$ cat config.mk
export PLATFORM = sky130hd
export DESIGN_NAME = srst_merge
export DESIGN_NICKNAME = d
export VERILOG_FILES = /design/src/hdl/srst_merge.sv
export SDC_FILE = /design/constraint.sdc
export NUM_CORES = 1
export LEC_CHECK = 0
export BUFFER_PORTS_ARGS = -buffer_cell sky130_fd_sc_hd__clkbuf_2
export CORE_AREA = 2 2 153 155
export DETAILED_ROUTE_END_ITERATION = 12
export DIE_AREA = 0 0 155 157
export PLACE_DENSITY = 0.45
export SYNTH_ARGS = -nofsm -noshare
export SYNTH_HDL_FRONTEND = slang
export SYNTH_SLANG_ARGS = --single-unit
$ cat constraint.sdc
create_clock -name vclk -period 3.8
set_clock_uncertainty 0.05 [all_clocks]
set_input_delay 0.76 -clock vclk [all_inputs]
set_output_delay 0.76 -clock vclk [all_outputs]
set_load 0.05 [all_outputs]
$ cat src/hdl/srst_merge.sv
// ----------------------------------------------------------------------------
// Tree node merge unit
// Combines two node records: zero flag, largest negative value, smallest
// positive value, maximum and minimum. Purely combinational.
// ----------------------------------------------------------------------------
module srst_merge #(
  parameter int VALUE_BITS = 32
) (
  input  logic [4*VALUE_BITS+2:0] node_a,
  input  logic [4*VALUE_BITS+2:0] node_b,
  output logic [4*VALUE_BITS+2:0] node_y
);

  typedef struct packed {
    logic                         zero;
    logic                         has_neg;
    logic signed [VALUE_BITS-1:0] neg_max;
    logic                         has_pos;
    logic signed [VALUE_BITS-1:0] pos_min;
    logic signed [VALUE_BITS-1:0] mx;
    logic signed [VALUE_BITS-1:0] mn;
  } node_t;

  node_t na;
  node_t nb;
  node_t ny;

  assign na     = node_t'(node_a);
  assign nb     = node_t'(node_b);
  assign node_y = ny;

  // Each statistic is folded independently; absent values stay zero.
  always_comb begin
    ny.zero    = na.zero | nb.zero;
    ny.has_neg = na.has_neg | nb.has_neg;
    if (na.has_neg && nb.has_neg) begin
      ny.neg_max = (na.neg_max > nb.neg_max) ? na.neg_max : nb.neg_max;
    end else if (na.has_neg) begin
      ny.neg_max = na.neg_max;
    end else if (nb.has_neg) begin
      ny.neg_max = nb.neg_max;
    end else begin
      ny.neg_max = '0;
    end
    ny.has_pos = na.has_pos | nb.has_pos;
    if (na.has_pos && nb.has_pos) begin
      ny.pos_min = (na.pos_min < nb.pos_min) ? na.pos_min : nb.pos_min;
    end else if (na.has_pos) begin
      ny.pos_min = na.pos_min;
    end else if (nb.has_pos) begin
      ny.pos_min = nb.pos_min;
    end else begin
      ny.pos_min = '0;
    end
    ny.mx = (na.mx > nb.mx) ? na.mx : nb.mx;
    ny.mn = (na.mn < nb.mn) ? na.mn : nb.mn;
  end

endmodule
## After elaboration in Yosys (flattened, before gate mapping)

Cells that the tools add are included.

| storage, ports and cells | value |
|---|---|
| register bits | 0 |
| word-level logic and storage cells | 19 |

| operators by class | value |
|---|---|
| magnitude comparators | 4 |
| muxes and demuxes | 10 |
| bitwise operators | 3 |
| reductions and logical operators | 2 |

Operator list:

| cell | number |
|---|---|
| $mux W32 | 10 |
| $gt A32 B32 Y1 | 2 |
| $lt A32 B32 Y1 | 2 |
| $or A1 B1 Y1 | 3 |
| $logic_and A1 B1 Y1 | 2 |

## Longest topological paths before layout

Gate-level depths: netlist (run 1).

| logic depth | value |
|---|---|
| word-level depth | 3 |
| depth in mapped cells | 10 |

## Worst setup path after synthesis (run 1)

No wires, ideal clock.

| path | value |
|---|---|
| path type | input port to output port |
| start | in node_b[14] |
| end | out node_y[31] |
| data arrival time | 3.020 ns |
| required time | 2.990 ns |
| path slack | -0.030 ns |
| stages | 8 |
| path through | inv_1 -> ha_1 -> nand4_1 -> nor3_1 -> a221oi_1 -> o211ai_1 -> a211o_1 -> o21ai_0 |

| between the ends | value |
|---|---|
| longest elaborated chain between the ends | 2 |

Ends and longest elaborated chain:

| item | RTL line | text |
|---|---|---|
| start: declaration | 10 | `input logic [4*VALUE_BITS+2:0] node_b,` |
| $lt A32 B32 Y1 | 56 | `ny.mn = (na.mn < nb.mn) ? na.mn : nb.mn;` |
| $mux W32 | 56 |  |
| end: declaration | 11 | `output logic [4*VALUE_BITS+2:0] node_y` |

No other way between the ends.

## Worst setup path in the final report (run 1)

| path | value |
|---|---|
| start | in node_a[125] |
| end | out node_y[108] |

| between the ends | value |
|---|---|
| longest elaborated chain between the ends | 3 |

Ends and longest elaborated chain:

| item | RTL line | text |
|---|---|---|
| start: declaration | 9 | `input logic [4*VALUE_BITS+2:0] node_a,` |
| $gt A32 B32 Y1 | 37 | `ny.neg_max = (na.neg_max > nb.neg_max) ? na.neg_max : nb.neg_max;` |
| $mux W32 | 37 |  |
| $mux W32 | 36 | `if (na.has_neg && nb.has_neg) begin` |

No other way between the ends.

==> results.yml, run 1 <==
power_and_ir_drop:
  powerDensity_nw_per_um2: 239
  p_sw_mw: 1.35
  power.internal_mw: 1.28
  clockPowerShare: 0
  switching_share: 0.513
  vdd_drop_max_mv: 0.119
  p_leak_nw: 5.84
  p_total_mw: 2.63
  combPwrFrac: 1.000
  p_seq_frac: 0
route:
  wl_um: 22600
  vias: 6499
  final_antenna_net_count: 0
  dr.pass1.iters: 4
  routedWlPerCell_um: 16.3
  drc: 0
  drtIter0Drc: 142
  routed_via_density: 4.69
critical_path:
  startpoint_type: "primary input"
  crit_arrival_ps: 3150
  criticalPathCategory: "in2out"
  end_kind: "primary output"
  required_ps: 2990
  crit_fanout: 5
clocking:
  cts_hold_buf: 0
job:
  drv_cap: 0
synthesis:
  synth.avg_cell_area_um2: 7.82
  synthDominantCellAreaShare: 0.323
  synthesis.area_um2: 4880
  synth_largest_area_cell: "ha_1"
  postSynthCellCount: 625
  synth_area_leaders: "ha_1 32%, inv_1 10%, mux2_4 9.2%"
  yosysUniqueCellTypes: 50
  yosysWarnings: 0
  yosysSeqAreaShare: 0
  syn_nets: 1013
hold_path:
  holdPathEnd: "node_y[3]"
  min-delay-start: "node_b[3]"
  hp-class: "in2out"
  holdPathStages: 3
sta:
  whs_ps: 1810
  clock.fmax_mhz: 252
  period_minus_slack_ps: 3960
  hold_violations: 0
  setup_viol_count_final: 66
  fin_tns_setup_ps: -4650
  worstMarginPinSlew_ps: 524
  rsz0062_at_grt: "yes"
  finalCritPeriodShare: 1.04
  final_max_slew_viol_count: 0
  relSlewSlack: 0.651
  setup_ws_ps: -162
place:
  routabilityCongestion: 0.813
  hpwl_um: 17700
  io_buffers: 393
final_layout:
  seqCellArea_um2: 0
  final_common_cell: "clkbuf_2"
  syn_to_final_growth_pct: 125
  fill_cells: 2075
  final_cell_mix: "223 x clkbuf_2, 104 x inv_1, 87 x buf_8"
  final_core_util: 0.489
  nFlopsAndLatches: 0
  layout.nets: 1491
  antennaDiodeCount: 0
  nClkBuffers: 0
  drive_gt1_frac: 0.649
outcome:
  violations: "negative setup slack"
  status: "finished, violations left"
global_routing:
  grt_start_max_net_pins: 22
  grtUsageTotal: 0.169
  grt_pass1_vias: 6710
  grt_first_pass_wirelength_um: 33700
  antenna_found_initial: 0
  grt_overflow: 0
floorplanning:
  die_area_um2: 24300
  rows: 55
  ioPinCount: 393
  start_util: 0.217
  fp.dieH_um: 157
  core_area_um2: 22500
  dieWidth_um: 155
==> through the flow <==
stage / area, µm² / cells / setup slack, ps
6_report: 11000 / 1386 / -162
5_1_grt: 11000 / 1386 / -257
4_1_cts: 10200 / 1383 / -192
3_5_place_dp: 7970 / 1354 / -398
2_1_floorplan: 4880 / 625 / 118
3_3_place_gp: 7970 / 1354 / -334
==> cell usage after synthesis (2+ instances only) <==
master and number:
a21oi_1 53, inv_1 134, a211oi_1 3, nor2b_1 3, ha_1 126, o21a_1 6, nand2_1 39, nor4_1 2
a22o_1 32, a32o_1 30, buf_6 6, o211ai_1 4, a221oi_1 3, a22oi_1 2, a31oi_1 3, buf_4 3
nor2_1 10, nand3_1 7, mux2_4 30, o21ai_0 16, clkbuf_1 4, or2_2 3, nor3_1 7, nand2b_1 5
a21o_1 11, nand4_1 16, mux2_2 29, buf_2 9, and4_1 4, a211o_1 2, mux2_1 4
==> worst max path at each step <==
stage | start | to | depth (start not counted)
2_1_floorplan | node_b[14] | node_y[10] | 10
3_3_place_gp | node_a[14] | node_y[0] | 11
3_5_place_dp | node_a[14] | node_y[4] | 11
4_1_cts | node_b[14] | node_y[30] | 13
5_1_grt | node_b[126] | node_y[108] | 13
6_report | node_a[125] | node_y[108] | 12
==> power groups by stage <==
stage | clock network, mW | logic (mW) | registers [mW]
after floorplan | 0 | 1.26 | 0
after global placement | 0 | 1.87 | 0
after detailed placement | 0 | 1.88 | 0
after CTS | 0 | 2.47 | 0
after global routing | 0 | 2.78 | 0
final | 0 | 2.63 | 0
==> cell type report <==
class                      instances  area [µm²]  share of cell area
multi-input combinational        469        5310               0.482
timing repair buffer             498        4820               0.438
tap                              285         357              0.0324
inverter                         134         528              0.0479
==> worst max-delay path, cell delays in order <==
cell and delay (ps):
buf_6 100, ha_4 250, nand4_1 150, nor4_4 300
and4_4 270, o31a_1 130, and4bb_2 260, o21a_4 250
buf_12 140, buf_16 130, a22o_4 270, buf_12 150
==> per-layer routing <==
metal,track usage,part of all wire,vias up
met3,0.0251,0.058,12
met2,0.342,0.55,232
met1,0.192,0.38,3001
met4,0.0106,0.0089,0
li1,-,-,3254
met5,0,0,-
==> repair_timing <==
item                       CTS  global route
pin swaps                   68            65
hold endpoints to repair     0             0
gates resized for setup    371           272
setup endpoints to repair  127           128
setup buffers               19             8
cloned                      10             1
==> logic make-up (layout without fill, tap and decap cells) <==
logic type	count (synthesis)	count (layout)	share of synthesized area
compound gates	177	177	0.266
buf+inv	156	632	0.134
fa+ha+maj	126	126	0.323
simple gates	102	102	0.108
mux	63	63	0.168
xor+xnor	1	1	0.00179
(Power assumes the default switching activity.)
==> run 2, diff against run 1 <==
--- a/config.mk
+++ b/config.mk
@@ -10,6 +10,8 @@
 export DETAILED_ROUTE_END_ITERATION = 12
 export DIE_AREA = 0 0 155 157
 export PLACE_DENSITY = 0.45
+export RECOVER_POWER = 50
+export REMOVE_ABC_BUFFERS = 1
 export SYNTH_ARGS = -nofsm -noshare
 export SYNTH_HDL_FRONTEND = slang
 export SYNTH_SLANG_ARGS = --single-unit
==> run 2 against run 1 <==
Effect of this change: the flow still finishes with violations (negative setup slack); global-route usage shrank 0.13 points; non-clock buffer count grew 4; critical path type unchanged; utilization grew 0.66 points; first-iteration DRC count grew 28%; fmax grew 1.9%; cell area grew 1.4%; worst hold slack gained 9.3 ps.
==> results.yml, run 2 (synthesized netlist as in run 1, its figures left out) <==
outcome:
  status: "finished, violations left"
  violations: "negative setup slack"
route:
  routedWlPerCell_um: 17.1
  wl_met2_um: 12900
  dr.pass1.iters: 4
  highest_layer: "met4"
  final_antenna_net_count: 0
  vias: 6654
  wl_met3_um: 1260
  drtIter0Drc: 182
  drc: 0
  routed_via_density: 4.79
  wl_met1_um: 8930
  wl_um: 23700
critical_path:
  end_kind: "primary output"
  path_delay_family: "buffers and inverters"
  startpoint_type: "primary input"
  cpPeakStageDelay_ps: 340
  crit_fanout: 5
  path_cells: "clkbuf_2, ha_4, nand4_1, buf_4, a21oi_2, a211o_1, a211o_4, xor2_4, buf_6, buf_16, mux2_4, clkbuf_16"
  criticalPathCategory: "in2out"
  crit_path_top_delay_cell: "a211o_4"
  required_ps: 2990
  crit_arrival_ps: 3080
  path_buf_inv: 5
sta:
  period_minus_slack_ps: 3890
  setup_ws_ps: -89.6
  clock.fmax_mhz: 257
  whs_ps: 1820
  final_max_slew_viol_count: 0
  finalCritPeriodShare: 1.02
  relSlewSlack: 0.604
  worstMarginPinSlew_ps: 596
  setup_viol_count_final: 121
  rsz0062_at_grt: "yes"
  hold_violations: 0
power_and_ir_drop:
  vdd_drop_max_mv: 0.133
  powerDensity_nw_per_um2: 239
  p_leak_nw: 5.92
final_layout:
  final_common_cell: "clkbuf_2"
  postLayoutCellArea_um2: 11200
  layout.nets: 1495
  drive_gt1_frac: 0.661
  nFlopsAndLatches: 0
  nClkBuffers: 0
  final_core_util: 0.496
  antennaDiodeCount: 0
  seqCellArea_um2: 0
  syn_to_final_growth_pct: 129
  final_cell_mix: "229 x clkbuf_2, 98 x inv_1, 82 x buf_4"
place:
  routabilityCongestion: 0.831
  hpwl_um: 17500
  placed_area_um2: 8210
  io_buffers: 393
global_routing:
  grt_first_pass_wirelength_um: 33700
  grt_start_max_net_pins: 27
  grt_overflow: 0
  grtUsageTotal: 0.167
  grt_pass1_vias: 6777
  antenna_found_initial: 0
floorplanning:
  ioPinCount: 393
  dieWidth_um: 155
  rows: 55
  fp.dieH_um: 157
  start_util: 0.217
  die_area_um2: 24300
  core_area_um2: 22500
hold_path:
  min-delay-start: "node_b[14]"
  hp-class: "in2out"
  holdPathEnd: "node_y[14]"
  holdPathStages: 3
job:
  drv_cap: 0
clocking:
  cts_hold_buf: 0
run 2: what timing repair did:
action | in CTS | in global routing
resized for setup | 346 | 248
pin swaps | 65 | 57
endpoints found under the setup margin | 126 | 126
cloned | 8 | 4
buffers inserted | 14 | 8
run 2: routing by layer:
| metal | global-route usage | up-vias |
|---|---|---|
| li1 | - | 3269 |
| met1 | 0.192 | 3105 |
| met5 | 0 | - |
| met4 | 0.0304 | 0 |
| met2 | 0.326 | 246 |
| met3 | 0.0270 | 34 |
run 2: worst max path at each step:
stage / slack (ps) / endpoint / startpoint / cells past startpoint
6_report: -90 / node_y[15] / node_a[30] / 12
5_1_grt: -210 / node_y[15] / node_b[19] / 13
2_1_floorplan: -1930 / node_y[0] / node_b[14] / 9
4_1_cts: -160 / node_y[24] / node_b[8] / 13
3_5_place_dp: -270 / node_y[69] / node_b[94] / 13
3_3_place_gp: -280 / node_y[69] / node_b[95] / 13
run 2: where the power goes:
part	leakage, nW	total, mW	internal (mW)	switching (mW)
clock	0	0	0	0
sequential	0	0	0	0
combinational	5.92	2.66	1.30	1.37
total	5.92	2.66	1.30	1.37
run 2: worst min-delay path: stages:
cell and delay, ps:
buf_6 70, mux2_4 140, buf_8 140
run 2: area by class of cell:
class	count	area, µm²
tap	285	357
timing repair buffer	502	4870
fill	2080	11300
inverter	134	526
multi-input combinational	469	5410
run 2: per-stage QoR:
step | std cells | setup TNS [ps] | power (mW) | setup slack [ps]
2_1_floorplan | 603 | -113180 | 1.23 | -1930
3_3_place_gp | 1361 | -21890 | 1.93 | -281
3_5_place_dp | 1361 | -21800 | 1.93 | -272
4_1_cts | 1383 | -9870 | 2.46 | -157
5_1_grt | 1390 | -19140 | 2.79 | -209
6_report | 1390 | -4640 | 2.66 | -89.6
==> run 3, diff against run 2 <==
--- a/config.mk
+++ b/config.mk
@@ -6,10 +6,12 @@
 export NUM_CORES = 1
 export LEC_CHECK = 0
 export BUFFER_PORTS_ARGS = -buffer_cell sky130_fd_sc_hd__clkbuf_2
-export CORE_AREA = 2 2 153 155
+export CELL_PAD_IN_SITES_DETAIL_PLACEMENT = 1
+export CELL_PAD_IN_SITES_GLOBAL_PLACEMENT = 1
+export CORE_AREA = 2 2 150 152
 export DETAILED_ROUTE_END_ITERATION = 12
-export DIE_AREA = 0 0 155 157
-export PLACE_DENSITY = 0.45
+export DIE_AREA = 0 0 152 154
+export PLACE_DENSITY = 0.68
 export RECOVER_POWER = 50
 export REMOVE_ABC_BUFFERS = 1
 export SYNTH_ARGS = -nofsm -noshare
==> run 3 against run 2 <==
Effect of this change: the flow still finishes with violations (negative setup slack); worst hold slack worse by 8.3 ps; setup slack worse by 140 ps; power up 6.9%; fmax down 3.5%; global-route usage up 5.2 points; critical path depth up 2.
==> results.yml, run 3 (synthesized netlist as in run 1, its figures left out) <==
floorplanning:
  core_area_um2: 21700
  ioPinCount: 393
  start_util: 0.225
  die_area_um2: 23400
  fp.dieH_um: 154
  dieWidth_um: 152
  rows: 54
final_layout:
  seqCellArea_um2: 0
  antennaDiodeCount: 0
  drive_gt1_frac: 0.668
  final_core_util: 0.529
  final_common_cell: "clkbuf_2"
  nClkBuffers: 0
  syn_to_final_growth_pct: 135
  nFlopsAndLatches: 0
  layout.nets: 1502
  final_cell_mix: "213 x clkbuf_2, 107 x buf_8, 100 x inv_1"
global_routing:
  met3_usage: 0.0276
  grt_overflow: 0
  grt_busiest_layer: "met2"
  met1_usage: 0.224
  antenna_found_initial: 0
  grt_first_pass_wirelength_um: 42100
  grtUsageTotal: 0.220
  grtUsageMet2: 0.458
  grt_start_max_net_pins: 33
  grt_pass1_vias: 7830
route:
  dr.pass1.iters: 4
  final_antenna_net_count: 0
  drtIter0Drc: 261
  drc: 0
  vias: 7126
  wl_um: 30700
  routedWlPerCell_um: 22.1
  routed_via_density: 5.12
sta:
  hold_violations: 0
  clock.fmax_mhz: 248
  final_max_slew_viol_count: 0
  worstMarginPinSlew_ps: 633
  relSlewSlack: 0.580
  finalCritPeriodShare: 1.06
  rsz0062_at_grt: "yes"
  setup_ws_ps: -230
  period_minus_slack_ps: 4030
  fin_tns_setup_ps: -17140
  setup_viol_count_final: 125
critical_path:
  required_ps: 2990
  criticalPathCategory: "in2out"
  cpPeakStageDelay_ps: 320
  crit_path_top_delay_cell: "mux2_4"
  crit_arrival_ps: 3220
  endpoint: "node_y[44]"
  path_cells: "buf_8, inv_4, ha_4, nand4_1, nor3_2, nand2_1, o211ai_1, a211oi_2, a211oi_4, buf_6, buf_12, buf_12, mux2_4, clkbuf_16"
  end_kind: "primary output"
  cpMostUsedCell: "buf_12"
  setup.worst_path.start: "node_b[47]"
  startpoint_type: "primary input"
  crit_fanout: 7
power_and_ir_drop:
  p_leak_nw: 6.03
  p_total_mw: 2.85
  powerDensity_nw_per_um2: 248
  vdd_drop_max_mv: 0.117
outcome:
  status: "finished, violations left"
  violations: "negative setup slack"
place:
  routabilityCongestion: 0.874
  hpwl_um: 19100
  pre_cts_slack_ps: -357
  io_buffers: 393
hold_path:
  hp-class: "in2out"
clocking:
  cts_hold_buf: 0
job:
  drv_cap: 0
run 3: cell count changes in the layout (fill, tap and decap cells not counted), moves of 3 or more:
cell / delta
a21oi_1: -3
a21oi_2: +4
a32o_1: -3
a32o_2: +3
buf_12: -7
buf_16: +5
buf_6: +10
buf_8: +29
clkbuf_2: -16
clkbuf_8: -14
inv_2: -9
inv_4: +7
run 3: layer usage:
metal,part of all wire,wire length (µm),vias to the layer above
met5,0,0,-
met4,0.043,1330,0
met3,0.046,1420,77
met2,0.56,17400,331
met1,0.35,10600,3437
li1,-,-,3281
run 3: power breakdown:
group / total [mW] / switching, mW / leakage (nW) / internal (mW)
Combinational: 2.85 / 1.46 / 6.03 / 1.39
Sequential: 0 / 0 / 0 / 0
Clock: 0 / 0 / 0 / 0
run 3: worst min path at each step:
stage                      startpoint          end  slack [ps]  cells past startpoint
after global routing      node_b[126]  node_y[126]        1820                      3
after global placement     node_b[95]   node_y[95]        1870                      3
after CTS                 node_a[101]  node_y[101]        1830                      3
after detailed placement  node_a[122]  node_y[122]        1880                      3
final                     node_b[126]  node_y[126]        1810                      3
after floorplan            node_a[10]   node_y[10]        1690                      1
run 3: worst max-delay path: cells and delay by family:
kind | cells | cell delay [ps]
buffers and inverters | 6 | 680
adder cells (fa/ha/maj) | 1 | 250
AO/OA/AOI/OAI | 3 | 620
multiplexers | 1 | 320
AND/OR/NAND/NOR | 3 | 570
run 3: per-stage QoR:
step                      hold slack (ps)  instance area (µm²)  std cells
after floorplan                      1690                 4730        603
after global placement               1870                 8000       1346
after detailed placement             1880                 8000       1346
after CTS                            1830                10500       1383
after global routing                 1820                11500       1392
final                                1810                11500       1392
run 3: cell type report:
cell class	instances	area, µm²
fillers	2399	10200
well taps	280	350
multi-input cells	469	5400
repair buffers	509	5180
inverters	134	543
run 3: what timing repair did:
action | CTS | global route
gates cloned | 13 | 3
pin swaps | 85 | 63
setup buffers | 25 | 10
setup endpoints to repair | 126 | 127
resized for setup | 398 | 301
